--- src/rtl/nne_pkg.sv ---
// ----------------------------------------------------------------------------
// nne_pkg
// Shared types, codes and decode for the netlist node evaluator.
// ----------------------------------------------------------------------------
package nne_pkg;

    localparam int NNE_DEFAULT_DEPTH = 1024;
    localparam int NNE_WORD_W        = 32;
    localparam int NNE_REF_W         = 11;
    localparam int NNE_NUM_REFS      = 9;

    localparam logic [31:0] DISC_WORD = 32'hFFFF_0000;
    localparam logic [31:0] BIT_MASK  = 32'h0001_0001;

    // request action codes
    localparam logic [1:0] ACT_WRITE = 2'd0;
    localparam logic [1:0] ACT_EVAL  = 2'd1;
    localparam logic [1:0] ACT_READ  = 2'd2;

    // node kinds
    localparam logic [3:0] OP_NAND   = 4'd1;
    localparam logic [3:0] OP_TRI    = 4'd2;
    localparam logic [3:0] OP_SPLIT4 = 4'd3;
    localparam logic [3:0] OP_SPLIT8 = 4'd4;
    localparam logic [3:0] OP_MERGE4 = 4'd5;
    localparam logic [3:0] OP_MERGE8 = 4'd6;
    localparam logic [3:0] OP_M4TO8  = 4'd7;
    localparam logic [3:0] OP_S8TO4  = 4'd8;
    localparam logic [3:0] OP_BUS    = 4'd9;

    typedef enum logic [3:0] {
        K_NONE,
        K_NAND,
        K_TRI,
        K_SPLIT,
        K_MERGE,
        K_M4TO8,
        K_S8TO4,
        K_COPY,
        K_LOAD
    } kind_t;

    typedef enum logic [2:0] {
        ST_CLEAR,
        ST_IDLE,
        ST_READ,
        ST_DRAIN,
        ST_WRITE,
        ST_RESP
    } state_t;

    typedef struct packed {
        kind_t      kind;
        logic       bad;
        logic       rd_en;
        logic [3:0] rd_last;
        logic       wr_en;
        logic [3:0] wr_first;
        logic [3:0] wr_last;
    } plan_t;

    typedef struct packed {
        kind_t      kind;
        logic [3:0] slot;
        logic [3:0] rd_last;
        logic [3:0] wr_last;
    } alu_ctl_t;

    // which slots a request reads and writes, and how the words combine
    function automatic plan_t plan_of(input logic [1:0] action, input logic [3:0] op);
        plan_t p;
        p = '{kind: K_NONE, bad: 1'b0, rd_en: 1'b0, rd_last: 4'd0,
              wr_en: 1'b0, wr_first: 4'd0, wr_last: 4'd0};
        unique case (action)
            ACT_WRITE:
            begin
                p.kind  = K_COPY;
                p.wr_en = 1'b1;
            end
            ACT_READ:
            begin
                p.kind  = K_LOAD;
                p.rd_en = 1'b1;
            end
            ACT_EVAL:
            begin
                p.rd_en = 1'b1;
                p.wr_en = 1'b1;
                unique case (op)
                    OP_NAND:
                    begin
                        p.kind = K_NAND; p.rd_last = 4'd1;
                        p.wr_first = 4'd2; p.wr_last = 4'd2;
                    end
                    OP_TRI:
                    begin
                        p.kind = K_TRI; p.rd_last = 4'd1;
                        p.wr_first = 4'd2; p.wr_last = 4'd2;
                    end
                    OP_SPLIT4:
                    begin
                        p.kind = K_SPLIT; p.rd_last = 4'd0;
                        p.wr_first = 4'd1; p.wr_last = 4'd4;
                    end
                    OP_SPLIT8:
                    begin
                        p.kind = K_SPLIT; p.rd_last = 4'd0;
                        p.wr_first = 4'd1; p.wr_last = 4'd8;
                    end
                    OP_MERGE4:
                    begin
                        p.kind = K_MERGE; p.rd_last = 4'd3;
                        p.wr_first = 4'd4; p.wr_last = 4'd4;
                    end
                    OP_MERGE8:
                    begin
                        p.kind = K_MERGE; p.rd_last = 4'd7;
                        p.wr_first = 4'd8; p.wr_last = 4'd8;
                    end
                    OP_M4TO8:
                    begin
                        p.kind = K_M4TO8; p.rd_last = 4'd1;
                        p.wr_first = 4'd2; p.wr_last = 4'd2;
                    end
                    OP_S8TO4:
                    begin
                        p.kind = K_S8TO4; p.rd_last = 4'd0;
                        p.wr_first = 4'd1; p.wr_last = 4'd2;
                    end
                    OP_BUS:
                    begin
                        p.kind = K_COPY; p.rd_last = 4'd0;
                        p.wr_first = 4'd1; p.wr_last = 4'd1;
                    end
                    default:
                    begin
                        p.bad   = 1'b1;
                        p.rd_en = 1'b0;
                        p.wr_en = 1'b0;
                    end
                endcase
            end
            default:
            begin
                p.kind = K_NONE;
            end
        endcase
        return p;
    endfunction

endpackage

--- src/rtl/nne_alu.sv ---
// ----------------------------------------------------------------------------
// nne_alu
// Shared word unit: folds operand words in and forms each result word.
// ----------------------------------------------------------------------------
module nne_alu
    import nne_pkg::*;
(
    input  alu_ctl_t              ctl,
    input  logic [NNE_WORD_W-1:0] op_a,
    input  logic [NNE_WORD_W-1:0] op_b,
    input  logic [NNE_WORD_W-1:0] acc,
    input  logic [NNE_WORD_W-1:0] rd_word,
    output logic [NNE_WORD_W-1:0] acc_next,
    output logic [NNE_WORD_W-1:0] wr_word
);

    logic [3:0] place_pos;
    logic [3:0] pick_pos;

    // merge: operand in slot k lands at bit (last read slot - k)
    assign place_pos = ctl.rd_last - ctl.slot;
    assign acc_next  = acc | ((rd_word & BIT_MASK) << place_pos[2:0]);

    // split: result in slot k takes bit (last write slot - k)
    assign pick_pos = ctl.wr_last - ctl.slot;

    always_comb
    begin
        wr_word = '0;
        unique case (ctl.kind)
            K_NAND:
            begin
                wr_word = {31'b0, ~(op_a[0] & op_b[0])};
            end
            K_TRI:
            begin
                wr_word = op_b[0] ? op_a : DISC_WORD;
            end
            K_SPLIT:
            begin
                wr_word = (op_a >> pick_pos[2:0]) & BIT_MASK;
            end
            K_MERGE:
            begin
                wr_word = acc;
            end
            K_M4TO8:
            begin
                wr_word = {8'b0, op_a[19:16], op_b[19:16],
                           op_b[15:0] | {op_a[11:0], 4'b0}};
            end
            K_S8TO4:
            begin
                // high nibbles go to the first output slot
                if (ctl.slot == ctl.wr_last)
                begin
                    wr_word = {12'b0, op_a[19:16], 12'b0, op_a[3:0]};
                end
                else
                begin
                    wr_word = {12'b0, op_a[23:20], 12'b0, op_a[7:4]};
                end
            end
            K_COPY, K_LOAD:
            begin
                wr_word = op_a;
            end
            default:
            begin
                wr_word = '0;
            end
        endcase
    end

endmodule

--- config.mk ---
export PLATFORM = sky130hd
export DESIGN_NAME = nne_alu
export DESIGN_NICKNAME = d
export VERILOG_FILES = /design/src/rtl/nne_pkg.sv /design/src/rtl/nne_alu.sv
export SDC_FILE = /design/constraint.sdc
export NUM_CORES = 1
export LEC_CHECK = 0
export BUFFER_PORTS_ARGS = -buffer_cell sky130_fd_sc_hd__buf_2
export CORE_AREA = 2 2 80 82
export DETAILED_ROUTE_END_ITERATION = 10
export DIE_AREA = 0 0 82 84
export PLACE_DENSITY = 0.73
export SYNTH_ARGS = -nofsm -noshare
export SYNTH_HDL_FRONTEND = slang
export SYNTH_SLANG_ARGS = --single-unit
--- constraint.sdc ---
create_clock -name vclk -period 4.95
set_clock_uncertainty 0.1 [all_clocks]
set_input_delay 1.485 -clock vclk [all_inputs]
set_output_delay 1.485 -clock vclk [all_outputs]
set_load 0.02 [all_outputs]
* Yosys cells after proc, flatten, opt, wreduce, memory -nomap -nowiden *
Index checks and enable logic that the tools add are counted.

storage, ports and cells
  bits of input ports = 144
  flip-flop bits (word level) = 0

operators by class
  equal/unequal tests = 9
  muxes and demuxes = 3
  bitwise operators = 4
  add/subtract/negate cells = 2
  reduce and logical (&&, ||, !) cells = 1
  shift-type cells = 2

operators by type and width
  kind                count
  $pmux 32 s7         1
  $mux 32             1
  $or 32x32->32       1
  $shl 17x3->32       1
  $shr 32x3->17       1
  $mux 20             1
  $eq 4x3->1 const B  4
  $or 16x16->16       1
  $eq 4x2->1 const B  2
  $sub 3x3->3         2
  $eq 4x1->1 const B  1
  $eq 4x4->1          1
  $eq 4x4->1 const B  1
  $reduce_or 2->1     1
  $and 1x1->1         1
  $not 1->1           1

* Logic depth before layout (Yosys ltp) *
Gate-level depths: netlist of the first run.

  word-level depth = 3
  depth in mapped cells = 8

* Worst setup path after synthesis of the first run *
Ideal clock, no wire load.

  kind = in2out
  from = in ctl[0] (netlist bit)
  to = out wr_word[0]
  arrival time = 3.338 ns
  cell stages on the path = 8
  path slack = 0.027 ns
  path through = inv_1 -> ha_1 -> inv_1 -> fa_1 -> mux4_2 -> mux2_2 -> nand2_1 -> o211ai_1

between the ends
  cells in the longest elaborated chain, start to end = 3

RTL lines
  item                                       line                          text
  start: declaration                         nne_alu.sv:8                  input alu_ctl_t ctl,
  $sub 3x3->3 or $eq 4x4->1 (tied branches)  nne_alu.sv:25, nne_alu.sv:55
  $shr 32x3->17 or $mux 20 (tied branches)   nne_alu.sv:41, nne_alu.sv:55
  $pmux 32 s7 (*)                            nne_alu.sv:30                 unique case (ctl.kind)
  end: declaration                           nne_alu.sv:14                 output logic [NNE_WORD_W-1:0] wr_word

Mark *: on every way between the ends. The rest lies on a longest branch, timed or not.

* Worst setup path after layout of the first run *
Ends and elaborated chain as after synthesis.

==> flow_summary.ini, run 1 <==
[synth]
synth_fa_ha_area_share_pct = 5.74
yosysTopAreaCell = a221o_1
yosys-top-cells-count = 38 x nand2_1, 17 x a221o_1, 16 x buf_4, 12 x nand3_1, 12 x o21ai_0
synth-xor-area-share_pct = 5.56
syn_inst = 187
synth_cell_types = 45
synth_most_common_cell = nand2_1
synth_nets = 336
avgSynthCellArea_sq_um = 7.23
synth_area_sq_um = 1350
synth-compound-area-share_pct = 36.6
synth-simple-area-share_pct = 27.4
synth_top_area_share_pct = 12.6
synth_top_family_by_area = compound AO/OA/AOI/OAI gates
synthTopCellsByArea = a221o_1 13%, nand2_1 11%, buf_4 8.9%
seq_area_frac_synth_pct = 0
ys_warn_count = 0
synthMuxAreaShare_pct = 9.81

[worst_setup_path]
crit_top_cell = buf_6
cp_max_fo = 4
slowest_stage = mux4_2
crit_buf_inv = 5
path_depth = 11
path_delay_family = multiplexers
crit_path_end_kind = output pin
worstPathArrival_ps = 3530
crit_path_cell_trace = buf_6 > inv_4 > ha_4 > inv_2 > fa_1 > buf_6 > mux4_2 > mux2_4 > nand2_2 > o211ai_1 > buf_4
critPathKind = in -> out
critPathMaxStageDelay_ps = 500
worstPathRequired_ps = 3370
cp-start-kind = input pin

[timing]
slew_viol_final = 0
hold_viol = 0
hold_slack_ps = 3100
post-route-period-util_pct = 103
fmax_mhz = 196
layout_min_cycle_time_ps = 5110
setup_viol = 2
rsz0062_at_grt = yes
tightest_slew_ps = 509
layout_setup_ws_ps = -164
slew_headroom_pct = 65.6

[drt]
avgRoutedWirePerCell_um = 15.9
ant_nets = 0
dr.pass1.iters = 5
routed_wl_um = 6610
drc = 0
viasPerCell = 5.08
num_vias = 2107
drtIter0Drc = 84

[final_layout]
n_clock_buffer = 0
seq_cells = 0
num-nets-final = 489
area_delta_synth_final_pct = 68.2
layout-drive-gt1-share_pct = 60.1
postLayoutCellArea_sq_um = 2270
regArea_sq_um = 0
fill_cells = 659
antenna_cells = 0

[job]
drv_cap = 0

[global_routing]
antenna_found_initial = 0
track_usage_pct = 17.8
grt_max_degree = 26
grt_pass1_vias = 2011
overflow = 0
grt_first_pass_wirelength_um = 9710

[power_and_ir_drop]
p_leak_nw = 1.27
p_per_area_nw_per_um2 = 121
vdd_drop_max_mv = 0.0458

[placement]
dp_hpwl_um = 5640
gp_congestion = 0.876
pre_cts_ws_ps = -200
port_buffers = 165
place_area_sq_um = 2220

[die]
coreArea_sq_um = 6100
rows = 29
die_height_um = 84
die_w_um = 82
fp.dieArea_sq_um = 6890
ios = 208
initial_core_util_pct = 22.2

[min_path]
whs_path_depth = 2
min_path_type = in -> out

[status]
failed_checks = setup timing
status = complete, but fails checks
==> placed cells by master (no fill, tap or decap), types with 9 or more instances in the layout <==
cell type	synthesis	layout
buf_2	8	162
a221o_1	17	17
o21ai_0	12	12
nand3_1	12	12
nand2_1	38	36
o21bai_1	9	9
buf_4	16	16
==> metrics by stage <==
stage | util, % | cells | setup TNS (ps) | power, W
after floorplan | - | 187 | 0 | 0.000155
after global placement | 36.4 | 415 | -427 | 0.000262
after detailed placement | 36.4 | 415 | -375 | 0.000264
after CTS | 37.0 | 415 | -299 | 0.000271
after global routing | 37.3 | 415 | -447 | 0.000297
final | 37.3 | 415 | -296 | 0.000275
==> power breakdown <==
part / internal, W / switching, W / leakage (nW)
sequential: 0 / 0 / 0
combinational: 0.000124 / 0.000151 / 1.27
clock: 0 / 0 / 0
==> cells by family (layout without fill, tap and decap cells) <==
kind of cell               Yosys count  after routing
buffers and inverters               35            186
muxes                                8              8
and+or+nand+nor                     71             71
adders and majority gates            5              5
xor gates and xnor gates             7              7
AOI/OAI and AO/OA                   61             61
==> path summary, 6_finish.rpt <==
check                   start           end  slack, ps
worst max-delay path   ctl[0]    wr_word[0]       -160
worst min-delay path  acc[14]  acc_next[14]       3100
==> area by class of cell <==
class                      instances  area, sq um  share of cell area, %
timing repair buffer             180          953                   41.9
tap                               77         96.3                   4.24
multi-input combinational        152         1200                   52.7
inverter                           6         25.0                   1.10
==> repair_timing <==
action | CTS | global route
gates resized for setup | 10 | 5
hold endpoints to repair | 0 | 0
setup buffers | 0 | 0
pin swaps | 0 | 2
hold buffers | 0 | 0
endpoints found under the setup margin | 2 | 15
==> layer usage <==
layer  vias to the layer above  part of all wire, %  GRT usage (%)
li1                       1006                    -              -
met4                         0                  2.4           4.39
met3                        10                  7.9           2.06
met1                       973                   38           20.2
met5                         -                    0              0
met2                       118                   51           33.8
Power figures use the tool's default switching activity.
==> run 2, diff against run 1 <==
==> constraint.sdc (replaced) <==
create_clock -name vclk -period 5.2
set_clock_uncertainty 0.1 [all_clocks]
set_input_delay 1.56 -clock vclk [all_inputs]
set_output_delay 1.56 -clock vclk [all_outputs]
set_load 0.02 [all_outputs]
==> flow_summary.ini, run 2 (same netlist as run 1, synthesis figures left out) <==
[status]
status = complete, but fails checks
failed_checks = setup timing

[placement]
gp_congestion = 0.857
port_buffers = 165
dp_hpwl_um = 5520
dp.cells = 411

[power_and_ir_drop]
p_int_w = 0.000113
p_per_area_nw_per_um2 = 114
p_sw_w = 0.000143
swShare_pct = 55.8
power_frac_clock_pct = 0
p_leak_nw = 1.24
vdd_drop_max_mv = 0.0404
combPwrFrac_pct = 100.0
p_seq_share_pct = 0

[drt]
routed_wl_um = 6510
num_vias = 2075
viasPerCell = 5.05
ant_nets = 0
dr.pass1.iters = 4
avgRoutedWirePerCell_um = 15.8
drc = 0
drtIter0Drc = 80

[global_routing]
grt_first_pass_wirelength_um = 9510
grt_pass1_vias = 1965
antenna_found_initial = 0
track_usage_pct = 17.5
grt_max_degree = 28
overflow = 0

[final_layout]
mostFrequentLayoutCell = buf_2
antenna_cells = 0
num-nets-final = 485
area_delta_synth_final_pct = 65.4
n_clock_buffer = 0
seq_cells = 0
layout-drive-gt1-share_pct = 59.0
post-route-util_pct = 36.7
regArea_sq_um = 0
final_cell_mix = 162 x buf_2, 37 x nand2_1, 17 x a221o_1
stdcell_count = 411

[worst_setup_path]
slowest_stage = fa_1
worstPathArrival_ps = 3620
path_delay_family = multiplexers
cp_max_fo = 4
crit_top_cell = buf_6
critPathKind = in -> out
crit_path_cell_trace = buf_6 > inv_4 > ha_4 > inv_2 > fa_1 > buf_6 > mux4_2 > mux2_2 > nand2_1 > o211ai_1 > buf_4
crit_buf_inv = 5
critPathMaxStageDelay_ps = 490
crit_path_end_kind = output pin
cp-start-kind = input pin
worstPathRequired_ps = 3540

[die]
ios = 208
die_height_um = 84
initial_core_util_pct = 22.2
fp.dieArea_sq_um = 6890
coreArea_sq_um = 6100
die_w_um = 82
rows = 29

[timing]
tns_ps = -116
hold_viol = 0
layout_setup_ws_ps = -79.6
post-route-period-util_pct = 102
slew_viol_final = 0
slew_headroom_pct = 70.5
rsz0062_at_grt = yes
layout_min_cycle_time_ps = 5280
hold_slack_ps = 3250
setup_viol = 2
tightest_slew_ps = 432
fmax_mhz = 189

[min_path]
worstHoldEndpoint = acc_next[10]
min_path_type = in -> out
whs_path_depth = 2
hp-start = acc[10]

[job]
drv_cap = 0

[clock_tree]
post_cts_buffers = 0
## run 2: changes by cell type in the layout (fill, tap and decap cells not counted), sizes merged
cell	delta
buf	-4
## run 2: timing repair
action / 4_1_cts / 5_1_grt
cloned: 0 / 0
hold buffers: 0 / 0
endpoints found under the setup margin: 2 / 8
endpoints found under the hold margin: 0 / 0
gates resized for setup: 10 / 2
## run 2: worst max path at each step
stage           start         end  cells past startpoint
2_1_floorplan  ctl[0]  wr_word[0]                      8
3_3_place_gp   ctl[0]  wr_word[0]                     11
3_5_place_dp   ctl[0]  wr_word[0]                     11
4_1_cts        ctl[0]  wr_word[0]                     11
5_1_grt        ctl[0]  wr_word[0]                     11
6_report       ctl[0]  wr_word[0]                     11
## run 2: power groups by stage
stage	clock network [W]	logic [W]	registers, W
floorplan	0	0.000148	0
global placement	0	0.000246	0
detailed placement	0	0.000248	0
CTS	0	0.000255	0
global route	0	0.000276	0
finish	0	0.000256	0
## run 2: per-layer routing
| metal | global-route usage [%] | wire [um] | vias to the layer above |
|---|---|---|---|
| met1 | 20.5 | 2570 | 952 |
| met2 | 33.6 | 3330 | 118 |
| met5 | 0 | 0 | - |
| met4 | 3.03 | 113 | 0 |
| met3 | 1.41 | 496 | 8 |
| li1 | - | - | 997 |
## run 2: metrics by stage
stage                     setup slack (ps)  cell area, sq um  power [W]
after CTS                            -63.9              2220   0.000255
final                                -79.6              2230   0.000256
after global routing                  -122              2230   0.000276
after global placement                -110              2190   0.000246
after floorplan                        127              1350   0.000148
after detailed placement             -96.8              2190   0.000248
## run 2: final cells by class
type                            instances  area [sq um]
Tap cell                               77          96.3
Fill cell                             673          3860
Timing Repair Buffer                  176           923
Multi-Input combinational cell        152          1190
Inverter                                6          25.0
